**config.mk**
```make
export PLATFORM = sky130hd
export DESIGN_NAME = dppm_regs
export DESIGN_NICKNAME = d
export VERILOG_FILES = /design/src/rtl/dppm_pkg.sv /design/src/rtl/dppm_regs.sv
export SDC_FILE = /design/constraint.sdc
export NUM_CORES = 1
export LEC_CHECK = 0
export BUFFER_PORTS_ARGS = -buffer_cell sky130_fd_sc_hd__buf_2
export CORE_ASPECT_RATIO = 0.9
export CORE_MARGIN = 4
export CORE_UTILIZATION = 30
export CTS_CLUSTER_DIAMETER = 60
export DETAILED_ROUTE_END_ITERATION = 10
export GPL_TIMING_DRIVEN = 0
export SLEW_MARGIN = 20
export SYNTH_ARGS = -nofsm -noshare
export SYNTH_HDL_FRONTEND = slang
export SYNTH_SLANG_ARGS = --single-unit
```
**constraint.sdc**
```tcl
create_clock -name clk -period 0.8 [get_ports clk]
set_input_delay 0.08 -clock clk [delete_from_list [all_inputs] [get_ports clk]]
set_output_delay 0.08 -clock clk [all_outputs]
set_load 0.01 [all_outputs]
```
**src/rtl/dppm_pkg.sv**
```systemverilog
package dppm_pkg;

	localparam int WINDOW_PAGES_DEF = 2048;
	localparam int POOL_DEPTH_DEF   = 1024;

	localparam logic [31:0] WIN_BASE  = 32'h0800_0000;
	localparam logic [7:0]  ST_MASK   = 8'hf7;
	localparam logic [7:0]  ST_MATCH  = 8'h27;
	localparam int          ST_PERM_BIT = 3;

	localparam logic [10:0] ROM_PAGES_RST  = 11'd0;
	localparam logic [9:0]  POOL_PAGES_RST = 10'd383;

	// register select, taken from paddr[2]
	localparam logic REG_ROM_PAGES  = 1'b0;
	localparam logic REG_POOL_PAGES = 1'b1;

	typedef enum logic [2:0] {
		OUT_PASS       = 3'd0,
		OUT_ALL_LOCKED = 3'd1,
		OUT_LOCKED     = 3'd2,
		OUT_LOAD       = 3'd3,
		OUT_ZERO       = 3'd4
	} outcome_t;

	typedef struct packed {
		logic [7:0]  fault_status;
		logic [31:0] fault_address;
	} fault_t;

	typedef struct packed {
		logic [2:0]  outcome;
		logic [10:0] window_page;
		logic [9:0]  buffer_index;
		logic        evict_valid;
		logic [10:0] evicted_page;
		logic        writable;
	} result_t;

	typedef enum logic [2:0] {
		S_CLEAR,
		S_IDLE,
		S_DECODE,
		S_WCHK,
		S_SEARCH,
		S_OREAD,
		S_OCHK,
		S_MAP
	} ctrl_state_t;

	typedef struct packed {
		logic     load;
		logic     clear_step;
		logic     lock_hit;
		logic     search_init;
		logic     search_step;
		logic     owner_update;
		logic     map_write;
		logic     emit;
		outcome_t kind;
	} dp_cmd_t;

	typedef struct packed {
		logic in_window;
		logic perm;
		logic mapped;
		logic pos_lt_rom;
		logic pool_empty;
		logic found;
		logic exhausted;
		logic clear_done;
	} dp_sts_t;

endpackage

```
**src/rtl/dppm_regs.sv**
```systemverilog
module dppm_regs import dppm_pkg::*; (
	input  logic        clk,
	input  logic        arst_n,
	input  logic        psel,
	input  logic        penable,
	input  logic        pwrite,
	input  logic [2:0]  paddr,
	input  logic [31:0] pwdata,
	output logic [31:0] prdata,
	output logic        pready,
	output logic [10:0] rom_pages,
	output logic [9:0]  pool_pages
);

	logic [10:0] rom_pages_q;
	logic [9:0]  pool_pages_q;
	logic        wr_en;

	assign pready = 1'b1;
	assign wr_en  = psel && penable && pwrite && pready;

	always_ff @(posedge clk or negedge arst_n) begin
		if (!arst_n) begin
			rom_pages_q  <= ROM_PAGES_RST;
			pool_pages_q <= POOL_PAGES_RST;
		end else if (wr_en) begin
			unique case (paddr[2])
				REG_ROM_PAGES:  rom_pages_q  <= pwdata[10:0];
				REG_POOL_PAGES: pool_pages_q <= pwdata[9:0];
				default: ;
			endcase
		end
	end

	always_comb begin
		prdata = '0;
		unique case (paddr[2])
			REG_ROM_PAGES:  prdata = {21'd0, rom_pages_q};
			REG_POOL_PAGES: prdata = {22'd0, pool_pages_q};
			default: ;
		endcase
	end

	assign rom_pages  = rom_pages_q;
	assign pool_pages = pool_pages_q;

endmodule

```
After elaboration in Yosys (flattened, before gate mapping):

Cells that the tools add are included.

* reduce and logical (&&, ||, !) cells: 4
* bitwise operators: 1
* muxes and demuxes: 1

Operators with widths (count)
* 32-bit one-hot mux with 2 select lines: 1
* 2-bit AND reduction: 2
* 1-bit logical AND: 2
* 1-bit NOT: 1

* output and inout bits: 54
* word-level logic and storage cells: 8
* register bits: 21
* input bits: 40

Logic depth before layout (Yosys ltp):

* depth in word-level cells: 3
* mapped depth: 3
* mapped depth without buffers: 2

Worst setup path after synthesis:

OpenSTA, ideal clock, no wires.

* path kind: input to register
* start point: input paddr[2]
* end point: register rom_pages_q[0], in the netlist rom_pages[0]
* stages on the path: 3
* arrival time: 683 ps
* path slack: -8 ps
* setup time: 125 ps
* path buffers: 1
* data required time: 675 ps
* path through: nand4b_4 buf_6 mux2_4

* longest elaborated chain between the ends: 2

RTL lines
* start: declaration: RTL line dppm_regs.sv:7 `input logic [2:0] paddr,`
* 1-bit NOT
* 2-bit AND reduction (no source line)
* end signal: assignment: RTL line dppm_regs.sv:28 `REG_ROM_PAGES: rom_pages_q <= pwdata[10:0];`
* end: declaration: RTL line dppm_regs.sv:15 `logic [10:0] rom_pages_q;`

Every way passes these cells.
A chain may end at the register's enable or synchronous reset.

Worst setup path in the final report:

* start point: register rom_pages_q[6], in the netlist rom_pages[6]
* end point: output prdata[6]

* longest elaborated chain between the ends: 1

RTL lines
* 32-bit one-hot mux with 2 select lines: RTL line dppm_regs.sv:37 `unique case (paddr[2])`
* end: declaration: RTL line dppm_regs.sv:9 `output logic [31:0] prdata,`

Every way passes these cells. The select of a mux whose other input is x is not followed.

==> flow_summary.ini <==
[clock_tree]
cts_buffer_depth = 2
insertion_delay_ns = 0.25
clock_sinks = 21
cts_tree = built
numCtsBuffers = 3
clkTransAtPathRegs_ns = 0.08
ctsHtreeMaxLevel = 1
clockRootBuffer = clkbuf_8

[sta]
fin_crit_sh_pct = 143
final-hold-violation-count = 0
skew_ns = 0
fmax_ghz = 0.873
grt_setup_unrepaired = yes
setup_viol = 47
timing.final.crit_period_ns = 1.14
setup_ws_ns = -0.345
slew_violations = 0

[place]
globalplace.congestion = 0.631
io_buffers = 48
dp_cells = 195
post-place-ws_ns = -0.336
hpwl_um = 1920

[power]
p_clk_share_pct = 15.0
power_mw = 4.51
combPwrFrac_pct = 50.5
power.leakage_nw = 1.10
power.share.switching_pct = 28.3
powerDensity_mw_per_mm2 = 2220
p_int_mw = 3.24
seqPwrFrac_pct = 34.4
p_sw_mw = 1.28
ir_drop_uv = 1560

[synthesis]
ys_warn_count = 0
synth_largest_area_cell = dfrtp_1
postSynthAreaPerCell_um2 = 14.4
synth_seq_cells = 21
syn-cell-area_mm2 = 0.00116
synth_cell_types = 11
netlist.area_leader.share_pct = 28.0
ys_seq_area_share_pct = 46.1
syn_inst = 81
synth_area_leaders = dfrtp_1, mux2_2, dfstp_2

[routing]
vias = 888
drt.antenna.violating_nets = 0
drt_iter0_drc = 12
avgViaCountPerCell = 4.07
drc_errors = 0
routed_wl_um = 3020
wl_per_cell_um = 13.9
first_pass_iters = 4

[worst_setup_path]
critical_path_class = reg2out
worst_ep_arrival_time_ns = 1.06
crit_fanout = 2
crit_required_ns = 0.72
start_kind = register
cp-end-kind = output port

[floorplan]
initial_utilization_pct = 31.2
core-area_mm2 = 0.00373
io_pins = 94
dieArea_mm2 = 0.00494
fp.dieW_um = 73.6
core.rowCount = 21
die_h_um = 67.1

[global_route]
track_usage_pct = 12.8
overflow = 0
grt_pass1_vias = 978
antenna_found_initial = 0
grt_pass1_wl_um = 4730
grt_max_degree = 22

[layout]
finalNetCount = 213
multi_input_area_um2 = 577
drive_above_1_share_pct = 79.1
fillers = 322
seqCellArea_um2 = 536
syn_to_final_growth_pct = 74.9
diodes = 0
stdcell_count = 218

[outcome]
violations = setup timing
status = complete, but fails checks

[hold_path]
hold_path_class = in2reg

[run]
drv_cap = 0
-- stage by stage --
stage / setup TNS [ns] / hold slack [ns] / area, µm² / util [%]
floorplan: -0.0789 / -0.216 / 1240 / -
global placement: -5.80 / 0.0582 / 1540 / 41.1
detailed placement: -6.67 / 0.0622 / 1540 / 41.1
CTS: -8.75 / 0.0576 / 1920 / 51.6
global route: -10.33 / 0.0482 / 2030 / 54.5
finish: -8.74 / 0.0638 / 2030 / 54.5
-- area by class of cell --
type	count	share of cell area, %
Sequential cell	21	26.3
Timing Repair Buffer	67	31.1
Tap cell	46	2.83
Buffer	24	9.05
Clock buffer	3	2.03
Multi-Input combinational cell	56	28.4
Clock inverter	1	0.246
-- power groups by stage --
| stage | sequential (mW) | clock, mW | combinational, mW |
|---|---|---|---|
| floorplan | 1.64 | 0 | 0.635 |
| global placement | 1.53 | 0 | 1.23 |
| detailed placement | 1.55 | 0 | 1.24 |
| CTS | 1.52 | 0.721 | 2.06 |
| global route | 1.58 | 0.780 | 2.44 |
| finish | 1.55 | 0.678 | 2.28 |
-- sequential cells by signal (all words and copies together) (netlist names) --
signal      cells
rom_pages      11
pool_pages     10
-- cells by family (layout without fill, tap and decap cells) --
group         after synthesis  after routing  share of synthesized area, %
simple gates                3              3                          4.41
mux                        31             31                          33.3
buf+inv                    24             95                          15.6
other cells                 2             22                         0.646
flops                      21             21                          46.1
-- layer usage --
layer	up-vias	share of wire [%]	track usage (%)
met5	-	0	0
met3	0	10	4.22
met2	50	51	23.5
met1	426	39	14.6
li1	412	-	-
met4	0	0	2.04
-- critical path, cell delays in order, from the launching register on --
cell and delay, ns:
dfrtp_1 0.41, mux2_2 0.28, buf_6 0.12
-- placed cells by master (no fill, tap or decap) --
| cell | netlist | layout |
|---|---|---|
| nand4_4 | 1 | 1 |
| nor2b_4 | 0 | 1 |
| dfrtp_1 | 13 | 13 |
| nand4b_4 | 1 | 1 |
| dfstp_2 | 8 | 8 |
| clkbuf_8 | 0 | 3 |
| clkinv_2 | 0 | 1 |
| buf_6 | 1 | 47 |
| buf_2 | 1 | 18 |
| mux2_2 | 21 | 8 |
| dlygate4sd3_1 | 0 | 1 |
| buf_4 | 22 | 25 |
| mux2_4 | 10 | 23 |
| conb_1 | 2 | 22 |
-- cells in the mapped netlist --
master / instances
buf_4: 22
mux2_2: 21
dfrtp_1: 13
mux2_4: 10
dfstp_2: 8
conb_1: 2
buf_2: 1
buf_6: 1
nand4_4: 1
nand4b_4: 1
nor2b_1: 1
-- worst paths after layout --
kind / startpoint / to / slack (ns) / cells past startpoint
worst max-delay path: rom_pages[6]$_DFFE_PN0P_ / prdata[6] / -0.34 / 2
worst min-delay path: pwdata[10] / rom_pages[10]$_DFFE_PN0P_ / 0.06 / 2
worst max register to register: rom_pages[10]$_DFFE_PN0P_ / rom_pages[10]$_DFFE_PN0P_ / -0.11 / 2
worst min register to register: rom_pages[1]$_DFFE_PN0P_ / rom_pages[1]$_DFFE_PN0P_ / 0.62 / 2
max in group asynchronous: arst_n / pool_pages[8]$_DFFE_PN1P_ / 0.12 / 2
min in group asynchronous: arst_n / rom_pages[0]$_DFFE_PN0P_ / 0.33 / 2
-- timing repair --
item                                   CTS  global route
buffers inserted                        15             8
hold buffers                             1             0
gates resized for setup                 43            22
endpoints found under the hold margin   13             0
pin swaps                                0             0
setup endpoints to repair               32            47
No activity file was read; power rests on OpenSTA's default activity.
