## src/rtl/dppm_pkg.sv

```systemverilog
package dppm_pkg;

	localparam int WINDOW_PAGES_DEF = 2048;
	localparam int POOL_DEPTH_DEF   = 1024;

	localparam logic [31:0] WIN_BASE  = 32'h0800_0000;
	localparam logic [7:0]  ST_MASK   = 8'hf7;
	localparam logic [7:0]  ST_MATCH  = 8'h27;
	localparam int          ST_PERM_BIT = 3;

	localparam logic [10:0] ROM_PAGES_RST  = 11'd0;
	localparam logic [9:0]  POOL_PAGES_RST = 10'd383;

	// register select, taken from paddr[2]
	localparam logic REG_ROM_PAGES  = 1'b0;
	localparam logic REG_POOL_PAGES = 1'b1;

	typedef enum logic [2:0] {
		OUT_PASS       = 3'd0,
		OUT_ALL_LOCKED = 3'd1,
		OUT_LOCKED     = 3'd2,
		OUT_LOAD       = 3'd3,
		OUT_ZERO       = 3'd4
	} outcome_t;

	typedef struct packed {
		logic [7:0]  fault_status;
		logic [31:0] fault_address;
	} fault_t;

	typedef struct packed {
		logic [2:0]  outcome;
		logic [10:0] window_page;
		logic [9:0]  buffer_index;
		logic        evict_valid;
		logic [10:0] evicted_page;
		logic        writable;
	} result_t;

	typedef enum logic [2:0] {
		S_CLEAR,
		S_IDLE,
		S_DECODE,
		S_WCHK,
		S_SEARCH,
		S_OREAD,
		S_OCHK,
		S_MAP
	} ctrl_state_t;

	typedef struct packed {
		logic     load;
		logic     clear_step;
		logic     lock_hit;
		logic     search_init;
		logic     search_step;
		logic     owner_update;
		logic     map_write;
		logic     emit;
		outcome_t kind;
	} dp_cmd_t;

	typedef struct packed {
		logic in_window;
		logic perm;
		logic mapped;
		logic pos_lt_rom;
		logic pool_empty;
		logic found;
		logic exhausted;
		logic clear_done;
	} dp_sts_t;

endpackage

```

## src/rtl/dppm_ctrl.sv

```systemverilog
module dppm_ctrl import dppm_pkg::*; (
	input  logic    clk,
	input  logic    arst_n,
	input  logic    start,
	output logic    busy,
	input  dp_sts_t sts,
	output dp_cmd_t cmd
);

	ctrl_state_t state_q, state_d;

	always_ff @(posedge clk or negedge arst_n) begin
		if (!arst_n) begin
			state_q <= S_CLEAR;
		end else begin
			state_q <= state_d;
		end
	end

	assign busy = (state_q != S_IDLE);

	always_comb begin
		state_d = state_q;
		cmd     = '0;
		cmd.kind = OUT_PASS;
		unique case (state_q)
			S_CLEAR: begin
				cmd.clear_step = 1'b1;
				if (sts.clear_done) state_d = S_IDLE;
			end
			S_IDLE: begin
				if (start) begin
					cmd.load = 1'b1;
					state_d  = S_DECODE;
				end
			end
			S_DECODE: begin
				if (!sts.in_window) begin
					cmd.emit = 1'b1;
					cmd.kind = OUT_PASS;
					state_d  = S_IDLE;
				end else begin
					state_d = S_WCHK;
				end
			end
			S_WCHK: begin
				priority if (sts.perm && sts.mapped) begin
					cmd.lock_hit = 1'b1;
					cmd.emit     = 1'b1;
					cmd.kind     = OUT_LOCKED;
					state_d      = S_IDLE;
				end else if (!sts.perm && !sts.pos_lt_rom) begin
					cmd.emit = 1'b1;
					cmd.kind = OUT_PASS;
					state_d  = S_IDLE;
				end else if (sts.pool_empty) begin
					cmd.emit = 1'b1;
					cmd.kind = OUT_ALL_LOCKED;
					state_d  = S_IDLE;
				end else begin
					cmd.search_init = 1'b1;
					state_d         = S_SEARCH;
				end
			end
			S_SEARCH: begin
				cmd.search_step = 1'b1;
				priority if (sts.found) begin
					state_d = S_OREAD;
				end else if (sts.exhausted) begin
					cmd.emit = 1'b1;
					cmd.kind = OUT_ALL_LOCKED;
					state_d  = S_IDLE;
				end else begin
					state_d = S_SEARCH;
				end
			end
			S_OREAD: state_d = S_OCHK;
			S_OCHK: begin
				cmd.owner_update = 1'b1;
				state_d          = S_MAP;
			end
			S_MAP: begin
				cmd.map_write = 1'b1;
				cmd.emit      = 1'b1;
				cmd.kind      = sts.pos_lt_rom ? OUT_LOAD : OUT_ZERO;
				state_d       = S_IDLE;
			end
			default: state_d = S_CLEAR;
		endcase
	end

endmodule

```

## config.mk

```make
export PLATFORM = sky130hd
export DESIGN_NAME = dppm_ctrl
export DESIGN_NICKNAME = d
export VERILOG_FILES = /design/src/rtl/dppm_pkg.sv /design/src/rtl/dppm_ctrl.sv
export SDC_FILE = /design/constraint.sdc
export NUM_CORES = 1
export LEC_CHECK = 0
export ABC_CLOCK_PERIOD_IN_PS = 1300
export BUFFER_PORTS_ARGS = -buffer_cell sky130_fd_sc_hd__buf_4
export CAP_MARGIN = 5
export CORE_AREA = 2 2 39 41
export DETAILED_ROUTE_END_ITERATION = 8
export DIE_AREA = 0 0 41 43
export PLACE_DENSITY_LB_ADDON = 0.25
export SYNTH_ARGS = -nofsm -noshare
export SYNTH_HDL_FRONTEND = slang
export SYNTH_SLANG_ARGS = --single-unit
```

## constraint.sdc

```tcl
create_clock -name clk -period 1.3 [get_ports clk]
set_input_delay 0.13 -clock clk [delete_from_list [all_inputs] [get_ports clk]]
set_output_delay 0.13 -clock clk [all_outputs]
set_load 0.01 [all_outputs]
```

# Yosys cells after proc, flatten, opt, wreduce, memory -nomap -nowiden
# Index checks and enable logic that the tools add are counted.
[classes]
n_div = 0
n_eq_ne = 10
shift = 0
n_mux = 28
multipliers = 0
n_reduce_logical = 6
magnitude_cmp = 0
add_sub_neg = 0
bitwise = 0
[op_table]
columns = ["cell", "n"]
rows = [
  ["two-way mux 3 bit", 8],
  ["two-way mux 4 bit", 6],
  ["case mux 3 bit (8 select lines)", 1],
  ["case mux 4 bit (4 select lines)", 1],
  ["equality test 3 bit (second input constant)", 4],
  ["two-way mux 1 bit", 10],
  ["equality test 3 x 2 -> 1 bit (second input constant)", 2],
  ["two-way mux 2 bit", 2],
  ["inequality test 2 bit (second input constant)", 2],
  ["equality test 3 x 1 -> 1 bit (second input constant)", 1],
  ["zero test 3 bit", 1],
  ["inequality test 3 x 1 -> 1 bit (second input constant)", 1],
  ["logical AND 1 bit", 2],
  ["zero test 1 bit", 2],
  ["AND reduction 2 bit", 1],
]
[word_totals]
memories = 0
rom_bits = 0
mem_bits_rw = 0
out_inout_bits = 12
word_cells = 45
reg_bits = 3
input_bits = 11
latch_bits = 0

# Depth between registers and ports, before layout
# Gate-level depths: netlist of the first run.
[depth]
word_depth = 5
mapped_depth = 4

# Worst setup path after synthesis of the first run
# OpenSTA, ideal clock, no wires.
[synth_timing]
path_type = "register to output"
from = "reg state_q[0]"
to = "out cmd[0] (netlist bit)"
required_time_ns = 1.170
path_stages_with_launch = 5
path_slack_ns = 0.053
t_arrival_ns = 1.117
cell_sequence = "dfrtp_1 or3b_1 nor2_1 a31oi_1 o22ai_1"
[synth_lines]
columns = ["item", "line", "source"]
rows = [
  ["start: declaration", "dppm_ctrl.sv:10", "ctrl_state_t state_q, state_d;"],
  ["start signal: assignment", "dppm_ctrl.sv:16", "state_q <= state_d;"],
  ["end: declaration", "dppm_ctrl.sv:7", "output dp_cmd_t cmd"],
]

==> flow_summary.yaml, run 1 <==
placed_design:
  port_buffers: 22
  post-dp-hpwl_microns: 791
  place_congestion: 0.764
drt:
  wl_per_cell_microns: 12.1
  first_iter_violations: 15
  drt_wl_total_microns: 1220
  drc_errors: 0
  vias_per_cell: 4.94
  ant_nets: 0
  drt-pass1-iter-count: 4
  vias: 499
outcome:
  outcome: "finished with violations"
  violations: "setup timing"
sta:
  fin_skew_ns: 0.00309
  setup_viol: 12
  rsz0062_at_grt: "yes"
  hold_viol_final: 0
  fin_ws_ns: -0.249
  whs_ns: 0.188
  fmax_mhz: 645
  fin_crit_sh: 1.19
  relSlewSlack: 0.774
  slew_violations: 0
  fin_crit_ns: 1.55
  tightest_slew_ns: 0.338
setup_path:
  ff2ff_path_depth: 5
  worstSetupStartpointType: "register"
  r2r-end: "state_q[0]$_DFFE_PN0P_"
  critical-path-top-delay-family: "simple AND/OR/NAND/NOR gates"
  crit_buf_inv: 1
  worstPathArrival_ns: 1.42
  slowest_stage: "or3b_1"
  endpoint_kind: "output pin"
  crit_path_cell_trace: "or3b_1, nor2_1, a31oi_1, o22ai_1, buf_4"
  crit_required_ns: 1.17
  worst-path-max-fanout: 2
  r2r_start: "state_q[2]$_DFFE_PN0P_"
  criticalPathCategory: "register to output pin"
  reg2reg_slack_ns: 0.04
  slowest_delay_ns: 0.37
synthesis:
  synthAdderAreaFrac: 0
  yosys_most_used_dff: "dfrtp_1"
  synth_top_family_by_area: "simple AND/OR/NAND/NOR gates"
  synthSimpleGateAreaFrac: 0.352
  synthTopCellsByArea: "dfrtp_1 (25%), nor3_1 (9.8%), nor2_1 (9.8%), buf_2 (4.9%), o21ai_1 (4.9%)"
  synth-xor-area-share: 0
  synth_top_area_frac: 0.246
  ys_ff_latch: 3
  syn_nets: 56
  syn_avg_cell_area_sq_um: 6.78
  synth-warning-count: 0
  yosysTopAreaCell: "dfrtp_1"
  synthMuxAreaShare: 0
  ys_seq_area_frac: 0.246
  syn_area_sq_um: 305
  synth_cells: 45
  synth-compound-area-share: 0.328
  postSynth.asyncResetShare: 1.00
  synth-edff-count: 0
  synthDistinctLibCells: 22
layout:
  reg.largest.list: "state_q x3"
  largest_reg_flops: 3
  final_common_cell: "buf_4"
  top_register: "state_q"
  layout_common_cells: "buf_4 (33), nor2_1 (6), buf_6 (4)"
  fin_nets: 97
  antenna_cells: 0
  layout.area.seq_sq_um: 75.1
  fillCellCount: 122
  layout-drive-gt1-share: 0.600
  multi_input_area_sq_um: 254
  utilization: 0.510
  syn2layout_area_growth_pct: 131
clock_tree:
  cts_max_path_buffers: 2
  insertion_delay_ns: 0.24
  clk_pin_slew_ns: 0.04
  numCtsBuffers: 3
  clockRootBuffer: "clkbuf_4"
  cts_tree: "done"
  cts_sinks: 3
  htree_levels: 1
floorplanning:
  die_x_microns: 41
  dieArea_sq_um: 1760
  io_pins: 23
  die_h_microns: 43
  initial_core_util: 0.221
  core_sq_um: 1380
  rows: 14
grt:
  grt_pass1_vias: 512
  grt_util_all_layers: 0.172
  grt_first_pass_wirelength_microns: 1970
  grt_overflow: 0
  grt_antenna_before_repair: 0
  grt_start_max_net_pins: 11
worst_hold_path:
  hold_start: "sts[7]"
  hold_path_end: "state_q[1]$_DFFE_PN0P_"
  hp-class: "input pin to register"
  hold_depth: 3
job:
  maxCapViolCount: 0
pwr:
  p_leak_nw: 0.349
  power.density_nw_per_um2: 2150
  peakVddDrop_v: 0.000822
layout make-up:
cell class                 instances  area share
clock buffer                       4      0.0372
inverter                           2      0.0106
multi-input combinational         37       0.360
sequential                         3       0.106
tap                               16      0.0284
timing repair buffer              39       0.457
stage by stage:
stage	instances	TNS, ns	instance area [sq um]	worst slack [ns]	total power [mW]
5_1_grt	101	-2.22	706	-0.322	1.63
3_5_place_dp	88	-0.00624	536	-0.00624	0.996
3_3_place_gp	88	-0.00492	536	-0.00492	0.995
2_1_floorplan	45	0	305	0.0533	0.611
4_1_cts	101	-1.64	687	-0.246	1.47
6_report	101	-1.37	706	-0.249	1.52
power breakdown:
group          leakage (nW)  switching (mW)  internal, mW
logic                 0.297           0.513         0.645
registers            0.0366          0.0423         0.139
clock network        0.0150          0.0616         0.116
total                 0.349           0.617         0.899
logic make-up after synthesis:
group,count (synthesis)
DFF,3
buffers and inverters,5
AOI/OAI and AO/OA,15
and+or+nand+nor,22
synth_stat cells (all sizes together) (2+ instances only):
master and instances:
nand2 3, nor3 6, o22ai 2, nor2 8, buf 3, a21oi 2
dfrtp 3, inv 2, a21o 2, o21ai 3
worst max-delay path by stage:
stage,start,end,slack (ns),cells after the start
2_1_floorplan,state_q[0]$_DFFE_PN0P_,cmd[0],0.05,4
3_3_place_gp,state_q[0]$_DFFE_PN0P_,cmd[0],-0.005,5
3_5_place_dp,state_q[0]$_DFFE_PN0P_,cmd[0],-0.006,5
4_1_cts,state_q[0]$_DFFE_PN0P_,cmd[0],-0.25,5
5_1_grt,state_q[0]$_DFFE_PN0P_,cmd[0],-0.32,5
6_report,state_q[0]$_DFFE_PN0P_,cmd[0],-0.25,5
metal layers:
layer	up-vias	share of wire	track usage	wire (microns)
met5	-	0	0	0
met4	0	0.038	0.153	47
met3	7	0.042	0.0628	51
met2	20	0.51	0.250	620
met1	226	0.41	0.181	502
li1	246	-	-	-
worst reg2reg max path, delay by kind of cell, from the launching register on:
family	cells	cell delay, ns
buf+inv	2	0.27
compound gates	3	0.49
flops	1	0.38
what timing repair did:
item	4_1_cts	5_1_grt
resized for setup	9	6
hold endpoints to repair	3	0
endpoints found under the setup margin	11	14
pin swaps	5	2
hold buffers	1	0
buffers inserted	8	1
Power figures use the tool's default switching activity.
==> run 2, diff against run 1 <==
--- a/config.mk
+++ b/config.mk
@@ -5,7 +5,7 @@
 export SDC_FILE = /design/constraint.sdc
 export NUM_CORES = 1
 export LEC_CHECK = 0
-export ABC_CLOCK_PERIOD_IN_PS = 1300
+export ABC_CLOCK_PERIOD_IN_PS = 1450
 export BUFFER_PORTS_ARGS = -buffer_cell sky130_fd_sc_hd__buf_4
 export CAP_MARGIN = 5
 export CORE_AREA = 2 2 39 41
==> constraint.sdc (replaced) <==
create_clock -name clk -period 1.45 [get_ports clk]
set_input_delay 0.145 -clock clk [delete_from_list [all_inputs] [get_ports clk]]
set_output_delay 0.145 -clock clk [all_outputs]
set_load 0.01 [all_outputs]
==> run 2 against run 1 <==
Against the previous run:
- flip-flop and latch count unchanged
- clock power down 16%
- sequential share of layout area rose by 2.3 points
- via count decreased by 12%
- hold slack better by 0.027 ns
- global-route usage shrank 2.9 points
- the flow still finishes with violations (setup timing)
- largest power group unchanged
- critical path type unchanged
- first-iteration DRC count decreased by 40%
- die area did not move
- clock skew fell by 0.0017 ns
- total power shrank 30%
- non-clock buffer count down 9
- cell count shrank 8.9%
- largest cell class is now multi-input gates
==> flow_summary.yaml, run 2 (same netlist as run 1, synthesis figures left out) <==
outcome:
  outcome: "finished with violations"
  violations: "setup timing"
pwr:
  p_comb_frac: 0.710
  peakVddDrop_v: 0.000676
  power.internal_mw: 0.605
  clkPwrFrac: 0.138
  sw_frac_of_total: 0.433
  switchingPower_mw: 0.463
  p_total_mw: 1.07
  p_leak_nw: 0.290
  pwr-share-seq: 0.152
  power.density_nw_per_um2: 1810
grt:
  grt_util_all_layers: 0.143
  gr-usage-met1: 0.190
  grt_pass1_vias: 406
  grt-busiest-layer: "met1"
  grt_first_pass_wirelength_microns: 1660
  grtUsageMet3: 0.0314
  grt.met2_usage: 0.184
  grt_start_max_net_pins: 13
  grt_overflow: 0
  grt_antenna_before_repair: 0
placed_design:
  place_congestion: 0.745
  pre_cts_slack_ns: 0.121
  post-dp-hpwl_microns: 708
  port_buffers: 22
  dp_cells: 84
sta:
  rsz0062_at_grt: "yes"
  tightest_slew_ns: 0.236
  relSlewSlack: 0.842
  fin_crit_sh: 1.07
  whs_ns: 0.215
  fin_crit_ns: 1.55
  fin_ws_ns: -0.102
  fmax_mhz: 644
  setup_viol: 2
  fin_skew_ns: 0.00142
  slew_violations: 0
  hold_viol_final: 0
clock_tree:
  cts_max_path_buffers: 2
  insertion_delay_ns: 0.23
  clk_pin_slew_ns: 0.04
  htree_levels: 1
  cts_tree: "done"
  clockRootBuffer: "clkbuf_4"
  numCtsBuffers: 3
  cts_sinks: 3
drt:
  drt-pass1-iter-count: 3
  first_iter_violations: 9
  ant_nets: 0
  vias_per_cell: 4.76
  drc_errors: 0
  wl_per_cell_microns: 10.8
  vias: 438
  drt_wl_total_microns: 992
layout:
  largest_reg_flops: 3
  final_common_cell: "buf_4"
  antenna_cells: 0
  fin_cells: 92
  layout-drive-gt1-share: 0.513
  syn2layout_area_growth_pct: 93.9
  layout_common_cells: "buf_4 (29), nor2_1 (8), nor3_1 (5)"
  fin_nets: 88
  reg.largest.list: "state_q x3"
  top_register: "state_q"
floorplanning:
  die_x_microns: 41
  dieArea_sq_um: 1760
  initial_core_util: 0.221
  rows: 14
  die_h_microns: 43
  core_sq_um: 1380
  io_pins: 23
setup_path:
  endpoint_kind: "output pin"
  worst-path-max-fanout: 2
  reg2reg_slack_ns: 0.23
  crit_required_ns: 1.31
  worstPathArrival_ns: 1.41
  criticalPathCategory: "register to output pin"
  worstSetupStartpointType: "register"
job:
  maxCapViolCount: 0
worst_hold_path:
  hp-class: "input pin to register"
-- run 2: cell count changes in the layout (fill, tap and decap cells not counted), sizes merged --
cell,delta
buf,-9
-- run 2: what timing repair did --
item / CTS / global route
hold endpoints to repair: 3 / 0
pin swaps: 4 / 1
setup endpoints to repair: 2 / 3
setup buffers: 3 / 0
resized for setup: 4 / 3
hold buffers: 1 / 0
-- run 2: worst paths after layout --
| kind | endpoint | cells past startpoint | startpoint |
|---|---|---|---|
| worst min register to register | state_q[1]$_DFFE_PN0P_ | 2 | state_q[1]$_DFFE_PN0P_ |
| worst max-delay path | cmd[0] | 5 | state_q[0]$_DFFE_PN0P_ |
| worst max register to register | state_q[0]$_DFFE_PN0P_ | 5 | state_q[2]$_DFFE_PN0P_ |
| worst min-delay path | state_q[1]$_DFFE_PN0P_ | 3 | sts[7] |
| max in group asynchronous | state_q[1]$_DFFE_PN0P_ | 2 | arst_n |
| min in group asynchronous | state_q[0]$_DFFE_PN0P_ | 2 | arst_n |
-- run 2: layer usage --
metal / routed length, microns / vias to the layer above
met5: 0 / -
met4: 38 / 0
met3: 57 / 4
met2: 452 / 13
met1: 444 / 192
li1: - / 229
-- run 2: area by class of cell --
cell class	count	area [sq um]
clock buffer	4	26.3
fill	153	792
inverter	2	7.51
multi-input combinational	37	234
sequential	3	76.3
tap	16	20.0
timing repair buffer	30	228
-- run 2: power by group through the flow --
stage               clock network (mW)  logic, mW  registers (mW)
global route                     0.153      0.837           0.169
detailed placement                   0      0.663           0.162
CTS                              0.151      0.738           0.160
finish                           0.148      0.759           0.162
global placement                     0      0.665           0.164
floorplan                            0      0.397           0.151
-- run 2: through the flow --
step / util / TNS [ns] / cell area [sq um]
floorplan: - / 0 / 305
global placement: 0.365 / 0 / 505
detailed placement: 0.365 / 0 / 505
CTS: 0.418 / -0.128 / 578
global route: 0.428 / -0.298 / 592
finish: 0.428 / -0.141 / 592
-- run 2: worst max-delay path, stage by stage, from the launching register on --
cell and delay (ns):
dfrtp_1 0.37, or3b_4 0.37, nor2_1 0.09, a31oi_1 0.04, o22ai_1 0.16, buf_4 0.14
